[src/h3pri_pkg.sv]
package h3pri_pkg;

	// parse phases of the frame walker
	typedef enum logic [1:0] {
		PH_TYPE   = 2'd0,
		PH_VINT   = 2'd1,
		PH_WEIGHT = 2'd2
	} parse_phase_t;

	// type code meaning current stream (element) or root (dependency)
	localparam logic [1:0] TYPE_SPECIAL = 2'd3;

	localparam int unsigned ID_W = 62;

	// varint length prefix to bytes still due after the first byte
	function automatic logic [2:0] vint_extra(input logic [1:0] prefix);
		logic [2:0] n;
		unique case (prefix)
			2'd0: n = 3'd0;
			2'd1: n = 3'd1;
			2'd2: n = 3'd3;
			2'd3: n = 3'd7;
			default: n = 3'd0;
		endcase
		return n;
	endfunction

endpackage

[src/http3_priority_frame_parser.sv]
// Parser for an HTTP/3 draft PRIORITY frame payload, fed one byte per transfer. The first
// byte of a frame (or any byte with frame_start set) is the type byte; then come up to two
// QUIC varints (element id, dependency id) and the weight byte. Every byte yields one result
// carrying the types and ids decoded so far; done_res marks the weight byte, after which the
// parser expects a new type byte. Each byte passes the input register, then the result register;
// one byte is taken per cycle while byte_stall is low, set by the single shift-accumulate and
// phase update per byte. The result register holds while result_stall is high, and byte_stall
// rises only when the input and result registers are both full and the result is stalled.
module http3_priority_frame_parser (
	input  logic                        clk,
	input  logic                        arst_n,
	input  logic                        byte_valid,
	output logic                        byte_stall,
	input  logic                        frame_start,
	input  logic [7:0]                  data_byte,
	output logic                        result_valid,
	input  logic                        result_stall,
	output logic                        done_res,
	output logic [1:0]                  element_type,
	output logic [1:0]                  dependency_type,
	output logic [h3pri_pkg::ID_W-1:0]  element_id,
	output logic [h3pri_pkg::ID_W-1:0]  dependency_id,
	output logic [7:0]                  weight
);
	import h3pri_pkg::*;

	// input register
	logic              valid_s1;
	logic              start_s1;
	logic [7:0]        byte_s1;

	// parser state; held fields double as the result register
	parse_phase_t      phase_q, phase_nxt;
	logic [2:0]        left_q, left_nxt;
	logic [ID_W-1:0]   acc_q, acc_nxt;
	logic              have_elem_q, have_elem_nxt;
	logic [1:0]        elem_type_q, elem_type_nxt;
	logic [1:0]        dep_type_q, dep_type_nxt;
	logic [ID_W-1:0]   elem_id_q, elem_id_nxt;
	logic [ID_W-1:0]   dep_id_q, dep_id_nxt;
	logic              done_q, done_nxt;
	logic [7:0]        weight_q, weight_nxt;
	logic              out_valid_q;

	logic              advance;
	logic              restart;
	logic              vint_first;
	logic              vint_done;
	logic              to_dep;
	logic [2:0]        left_step;
	logic [ID_W-1:0]   acc_step;

	// handshake: the step fires when the result register is free or being drained
	assign advance    = valid_s1 && (!out_valid_q || !result_stall);
	assign byte_stall = valid_s1 && !advance;

	always_ff @(posedge clk or negedge arst_n) begin
		if (!arst_n) begin
			valid_s1 <= 1'b0;
		end else if (!byte_stall) begin
			valid_s1 <= byte_valid;
		end
	end

	always_ff @(posedge clk) begin
		if (byte_valid && !byte_stall) begin
			start_s1 <= frame_start;
			byte_s1  <= data_byte;
		end
	end

	// shared step terms
	assign restart    = start_s1 || (phase_q != PH_VINT && phase_q != PH_WEIGHT);
	assign vint_first = (left_q == 3'd0);
	assign left_step  = vint_first ? vint_extra(byte_s1[7:6]) : left_q - 3'd1;
	assign acc_step   = vint_first ? {{(ID_W-6){1'b0}}, byte_s1[5:0]}
	                               : {acc_q[ID_W-9:0], byte_s1};
	assign vint_done  = (left_step == 3'd0);
	assign to_dep     = (elem_type_q == TYPE_SPECIAL) || have_elem_q;

	// next phase
	always_comb begin
		phase_nxt = phase_q;
		if (restart) begin
			if (byte_s1[7:6] == TYPE_SPECIAL && byte_s1[5:4] == TYPE_SPECIAL) begin
				phase_nxt = PH_WEIGHT;
			end else begin
				phase_nxt = PH_VINT;
			end
		end else if (phase_q == PH_VINT) begin
			if (vint_done && (to_dep || dep_type_q == TYPE_SPECIAL)) begin
				phase_nxt = PH_WEIGHT;
			end
		end else begin
			phase_nxt = PH_TYPE;
		end
	end

	// datapath and result fields
	always_comb begin
		left_nxt      = left_q;
		acc_nxt       = acc_q;
		have_elem_nxt = have_elem_q;
		elem_type_nxt = elem_type_q;
		dep_type_nxt  = dep_type_q;
		elem_id_nxt   = elem_id_q;
		dep_id_nxt    = dep_id_q;
		done_nxt      = 1'b0;
		weight_nxt    = 8'd0;
		if (restart) begin
			elem_type_nxt = byte_s1[7:6];
			dep_type_nxt  = byte_s1[5:4];
			elem_id_nxt   = '0;
			dep_id_nxt    = '0;
			have_elem_nxt = 1'b0;
			left_nxt      = 3'd0;
			acc_nxt       = '0;
		end else if (phase_q == PH_VINT) begin
			if (vint_done) begin
				left_nxt = 3'd0;
				acc_nxt  = '0;
				if (to_dep) begin
					dep_id_nxt = acc_step;
				end else begin
					elem_id_nxt   = acc_step;
					have_elem_nxt = 1'b1;
				end
			end else begin
				left_nxt = left_step;
				acc_nxt  = acc_step;
			end
		end else begin
			done_nxt   = 1'b1;
			weight_nxt = byte_s1;
		end
	end

	// state and result registers
	always_ff @(posedge clk or negedge arst_n) begin
		if (!arst_n) begin
			phase_q     <= PH_TYPE;
			left_q      <= 3'd0;
			acc_q       <= '0;
			have_elem_q <= 1'b0;
			elem_type_q <= 2'd0;
			dep_type_q  <= 2'd0;
			elem_id_q   <= '0;
			dep_id_q    <= '0;
			done_q      <= 1'b0;
			weight_q    <= 8'd0;
			out_valid_q <= 1'b0;
		end else begin
			if (advance) begin
				phase_q     <= phase_nxt;
				left_q      <= left_nxt;
				acc_q       <= acc_nxt;
				have_elem_q <= have_elem_nxt;
				elem_type_q <= elem_type_nxt;
				dep_type_q  <= dep_type_nxt;
				elem_id_q   <= elem_id_nxt;
				dep_id_q    <= dep_id_nxt;
				done_q      <= done_nxt;
				weight_q    <= weight_nxt;
			end
			if (advance) begin
				out_valid_q <= 1'b1;
			end else if (!result_stall) begin
				out_valid_q <= 1'b0;
			end
		end
	end

	assign result_valid    = out_valid_q;
	assign done_res        = done_q;
	assign element_type    = elem_type_q;
	assign dependency_type = dep_type_q;
	assign element_id      = elem_id_q;
	assign dependency_id   = dep_id_q;
	assign weight          = weight_q;

	// a finished frame leaves the parser waiting for a type byte with no partial varint
	a_done_resets_phase: assert property (@(posedge clk) disable iff (!arst_n)
		done_q |-> (phase_q == PH_TYPE && left_q == 3'd0))
		else $error("phase not back to type after done");

	// weight only appears on the done result
	a_weight_only_done: assert property (@(posedge clk) disable iff (!arst_n)
		(weight_q != 8'd0) |-> done_q)
		else $error("weight set without done");

	// element id stays zero until it has been decoded
	a_elem_id_gated: assert property (@(posedge clk) disable iff (!arst_n)
		!have_elem_q |-> (elem_id_q == '0))
		else $error("element id set before decode");

	// the input stalls only behind a full input register
	a_stall_needs_item: assert property (@(posedge clk) disable iff (!arst_n)
		byte_stall |-> (valid_s1 && out_valid_q))
		else $error("stall without held item");

endmodule
[config.mk]
export PLATFORM = sky130hd
export DESIGN_NAME = http3_priority_frame_parser
export DESIGN_NICKNAME = d
export VERILOG_FILES = /design/src/h3pri_pkg.sv /design/src/http3_priority_frame_parser.sv
export SDC_FILE = /design/constraint.sdc
export NUM_CORES = 1
export LEC_CHECK = 0
export ABC_AREA = 0
export BUFFER_PORTS_ARGS = -buffer_cell sky130_fd_sc_hd__buf_4
export CORE_ASPECT_RATIO = 1.25
export CORE_MARGIN = 2
export CORE_UTILIZATION = 45
export DETAILED_ROUTE_END_ITERATION = 10
export PLACE_DENSITY = 0.72
export SKIP_CTS_REPAIR_TIMING = 1
export SLEW_MARGIN = 20
export SYNTH_ARGS = -nofsm -noshare
export SYNTH_HDL_FRONTEND = slang
export SYNTH_SLANG_ARGS = --single-unit
[constraint.sdc]
create_clock -name clk -period 4.61 [get_ports clk]
set_clock_uncertainty 0.1 [all_clocks]
set_input_delay 0.2305 -clock clk [delete_from_list [all_inputs] [get_ports clk]]
set_output_delay 0.2305 -clock clk [all_outputs]
set_load 0.02 [all_outputs]
Word level (Yosys, flattened, before mapping)

Index checks and enable logic that the tools add are counted.

Output and inout port bits: 139
Register bits after elaboration: 208
Input bits: 13
Logic and storage cells: 83

Equality and inequality tests: 12
Add/subtract/negate cells: 1
Reductions and logical operators: 25
Mux-type cells: 31

Operators with widths:

| operator                                            | number |
|---|---|
| two-way mux 62 bit                                  | 9 |
| two-way mux 54 bit                                  | 3 |
| two-way mux 8 bit                                   | 2 |
| two-way mux 3 bit                                   | 4 |
| one-hot mux 3 bit (4 select lines)                  | 1 |
| equality test 2 bit, second input constant          | 5 |
| two-way mux 1 bit                                   | 8 |
| two-way mux 2 bit                                   | 4 |
| AND reduction 4 bit                                 | 2 |
| logical AND 1 bit                                   | 6 |
| zero test 3 bit                                     | 2 |
| AND reduction 2 bit                                 | 3 |
| nonzero test 2 bit                                  | 3 |
| equality test 2 x 1 -> 1 bit, second input constant | 2 |
| zero test 1 bit                                     | 4 |
| logical OR 1 bit                                    | 4 |
| != test 2 x 1 -> 1 bit, second input constant       | 2 |
| != test 2 bit, second input constant                | 2 |
| != test 3 x 2 -> 1 bit, second input constant       | 1 |
| subtractor 3 x 1 -> 3 bit, second input constant    | 1 |
| zero test 2 bit                                     | 1 |

Logic depth before layout (Yosys ltp)

Word-level depth: 8
Gate-level depth with buffers: 11
Gate-level depth less buffers: 7

Worst setup path after synthesis

Ideal clock, no wire load.

Path kind: register to register
Start: register phase_q[0]
End: register elem_id_q[21], in the netlist element_id[21]
Slack: 2,388 ps
Setup time: 121 ps
Stages on the path, launching flop included: 11
Clock period less this slack: 2,222 ps
Arrival time: 2,001 ps
Buffers on the path: 4
Data required time: 4,389 ps
Path through: dfrtp_1 ha_1 or2_0 buf_2 o21a_1 buf_4 nand4_1 nor2_1 buf_4 buf_4 a22o_1

Word-level cells in the longest chain between the ends: 5
Elaborated cells between the ends (all ways): 10
Classes of those cells: eq/ne: 4; mux: 1; reduce/logical: 5

RTL lines:

| item                                                                 | line                               | RTL |
|---|---|---|
| from (decl)                                                          | http3_priority_frame_parser.sv:33  | `parse_phase_t phase_q, phase_nxt;` |
| from (signal assigned)                                               | http3_priority_frame_parser.sv:154 | `phase_q <= phase_nxt;` |
| != test 2 x 1 -> 1 bit / != test 2 bit (equally long branches)       | http3_priority_frame_parser.sv:73  | `assign restart = start_s1 \|\| (phase_q != PH_VINT && phase_q != PH_WEIGHT);` |
| logical AND 1 bit                                                    | http3_priority_frame_parser.sv:73  |  |
| logical OR 1 bit                                                     | http3_priority_frame_parser.sv:73  |  |
| != test 2 bit (no line) / nonzero test 2 bit (equally long branches) | n/a                                |  |
| AND reduction 4 bit (no line)                                        | n/a                                |  |
| to (signal assigned)                                                 | http3_priority_frame_parser.sv:160 | `elem_id_q <= elem_id_nxt;` |
| to (decl)                                                            | http3_priority_frame_parser.sv:39  | `logic [ID_W-1:0] elem_id_q, elem_id_nxt;` |

Parallel ways exist; a longest one is shown, timed or not.
A chain may end at the register's enable or synchronous reset.

Worst setup path after layout

Start: register phase_q[1]
End: register elem_id_q[40], in the netlist element_id[40]

The elaborated chain is that of the path after synthesis.

==> results.py <==
metrics = {
    "layout": {
        "fillers": 1301,
        "drive_above_1_share_pct": 31.7,
        "diodes": 0,
        "nets": 673,
        "syn2layout_area_growth_pct": 26.3,
    },
    "sta": {
        "fmax_ghz": 0.292,
        "worst_pin_slew_ns": 1.02,
        "drv_slew": 0,
        "setup_ws_ns": 1.19,
        "setup_viol": 0,
        "period_share_pct": 74.2,
        "rsz0062_at_grt": "false",
        "setup_tns_ns": 0,
        "hold_viol": 0,
        "maxSlewHeadroom_pct": 31.8,
        "fin_crit_ns": 3.42,
    },
    "logic_synthesis": {
        "synth_edf_count": 9,
        "synth_largest_area_cell": "dfrtp_1",
        "synth.most_common_cell": "dfrtp_1",
        "syn_inst": 500,
        "ys_ff_latch": 208,
        "seq_area_frac_synth_pct": 68.4,
        "synth-simple-area-share_pct": 2.84,
        "synth_top_family_by_area": "compound AO/OA/AOI/OAI gates",
        "synth_top_cells_by_area": "dfrtp_1 (65%), a22o_1 (21%), edfxtp_1 (3.5%)",
        "synth_adder_area_share_pct": 0.489,
        "ys_async_sr_fraction_pct": 95.7,
        "synth_cell_types": 41,
        "synth_top_area_share_pct": 64.9,
        "synth_area_um2": 7680,
        "synthXorXnorAreaFrac_pct": 0,
        "synth_nets": 516,
        "avgSynthCellArea_um2": 15.4,
        "yosys_warnings": 0,
        "ys_top_cells_by_count": "dfrtp_1 (199), a22o_1 (186), buf_4 (14)",
        "synth_flop_cell": "dfrtp_1",
        "muxShareOfSynthArea_pct": 0.587,
        "synth_compound_area_share_pct": 23.6,
    },
    "clock_tree": {
        "numCtsBuffers": 21,
        "htree_levels": 1,
        "path_clk_slew_ns": 0.07,
        "clockBufferDepth": 3,
        "cts_root_buf": "clkbuf_16",
        "worstSkewPairLatency_ns": 0.49,
        "clock-sinks": 208,
        "tritoncts": "yes",
    },
    "floorplan": {
        "num_io_pins": 152,
        "die_h_um": 150,
        "dieWidth_um": 121,
        "row_count": 53,
        "core_area_um2": 16800,
        "initial_core_util_pct": 45.8,
        "die_area_um2": 18100,
    },
    "grt": {
        "grt_max_degree": 122,
        "grt.overflow.total": 0,
        "grt_antenna_before_repair": 0,
        "grt_pass1_vias": 5142,
        "grt_pass1_wl_um": 29200,
        "grt_use_total_pct": 20.5,
    },
    "setup_path": {
        "cp-startpoint": "phase_q[1]",
        "endpoint_kind": "register",
        "critPathLaunchType": "register",
        "slowest_delay_ns": 0.60,
        "reg2reg_from": "phase_q[1]",
        "cp.arrival_ns": 3.74,
        "path_max_fanout": 32,
        "cp_cell_sequence": "inv_1 > ha_1 > or2_0 > o21a_1 > nand4_1 > nor2_4 > buf_4 > a22o_1",
        "crit_required_ns": 4.93,
        "slowest_stage": "or2_0",
        "critical_path_class": "reg2reg",
    },
    "routing": {
        "dr_total_vias": 5202,
        "wire_per_inst_um": 21.0,
        "dr.pass1.iters": 5,
        "wirelength_um": 18700,
        "ant_nets": 0,
        "via_per_inst": 5.84,
        "drtIter0Drc": 349,
        "drc": 0,
    },
    "place": {
        "port_buffers": 151,
        "place_congestion": 0.795,
        "hpwlAfterDp_um": 12200,
        "dp_slack_ns": 1.26,
    },
    "power_and_ir_drop": {
        "leakagePower_nw": 4.87,
        "powerDensity_nw_per_um2": 461,
        "peakVddDrop_uv": 317,
    },
    "flow_run": {
        "drv_cap": 0,
    },
    "min_path": {
        "min_path_type": "in2async",
    },
    "outcome": {
        "status": "finished, final reports clean",
    },
}
## sequential cells by signal, indices dropped and copies added (netlist names)
signal,count
dependency_type,2
element_id,62
result_valid,1
dependency_id,62
phase_q,2
done_res,1
weight,8
acc_q,54
byte_s1,8
valid_s1,1
have_elem_q,1
start_s1,1
left_q,3
element_type,2
## cell usage in the layout, fill, tap and decap left out, types with 4 or more instances in the layout
master	count
nand2_1	9
mux2_2	4
inv_1	5
buf_4	158
a22o_1	186
dlygate4sd3_1	13
nor2_1	6
clkbuf_16	21
clkinv_2	6
dfrtp_1	199
edfxtp_1	9
## routing by layer
layer	part of all wire [%]	global-route usage (%)	wire, um	vias up
met3	6.6	4.08	1230	48
li1	-	-	-	2254
met2	50	33.8	9420	214
met4	2.4	5.87	449	0
met5	0	0	0	-
met1	41	27.8	7590	2686
## path summary, 6_finish.rpt
| check | end | slack [ns] | depth (start not counted) |
|---|---|---|---|
| min in group clk | byte_s1[5] | 0.36 | 2 |
| worst max-delay path | element_id[40] | 1.19 | 8 |
| worst min register to register | dependency_id[58] | 0.41 | 1 |
| worst min-delay path | dependency_id[14] | 0.32 | 2 |
| max in group asynchronous | dependency_id[60] | 2.97 | 3 |
| worst max register to register | element_id[40] | 1.19 | 8 |
## worst max-delay path, delay by kind of cell, from the launching register on
kind            cells  cell delay [ns]
simple gates        3             1.41
compound gates      2             0.65
buf+inv             2             0.50
flops               1             0.36
fa+ha+maj           1             0.28
## through the flow
stage               hold WS [ns]  power (mW)  instance area [um2]  util (%)  cells
floorplan                 -0.165        2.60                 7680         -    500
global placement           0.306        2.79                 8890      53.0    841
detailed placement         0.310        2.82                 8890      53.0    841
CTS                       -0.199        4.48                 9570      57.0    878
global route               0.348        4.65                 9700      57.8    891
finish                     0.317        4.47                 9700      57.8    891
## cells by family (layout without fill, tap and decap cells)
logic type / after synthesis / after routing
flip-flops: 208 / 208
AO/OA/AOI/OAI: 207 / 207
buffers and inverters: 43 / 214
AND/OR/NAND/NOR: 35 / 35
multiplexers: 4 / 4
adder cells (fa/ha/maj): 3 / 3
## layout make-up
class | count | area, um2 | share of cell area (%)
Multi-Input combinational cell | 249 | 2150 | 22.2
Timing Repair Buffer | 172 | 1330 | 13.7
Clock inverter | 12 | 121 | 1.25
Clock buffer | 25 | 551 | 5.68
Inverter | 5 | 18.8 | 0.194
Sequential cell | 208 | 5250 | 54.1
Tap cell | 220 | 275 | 2.84
## report_power, final
part | internal (mW) | switching, mW
registers | 1.93 | 0.0956
clock network | 0.970 | 0.697
logic | 0.249 | 0.526
total | 3.15 | 1.32
No activity file was read; power rests on OpenSTA's default activity.
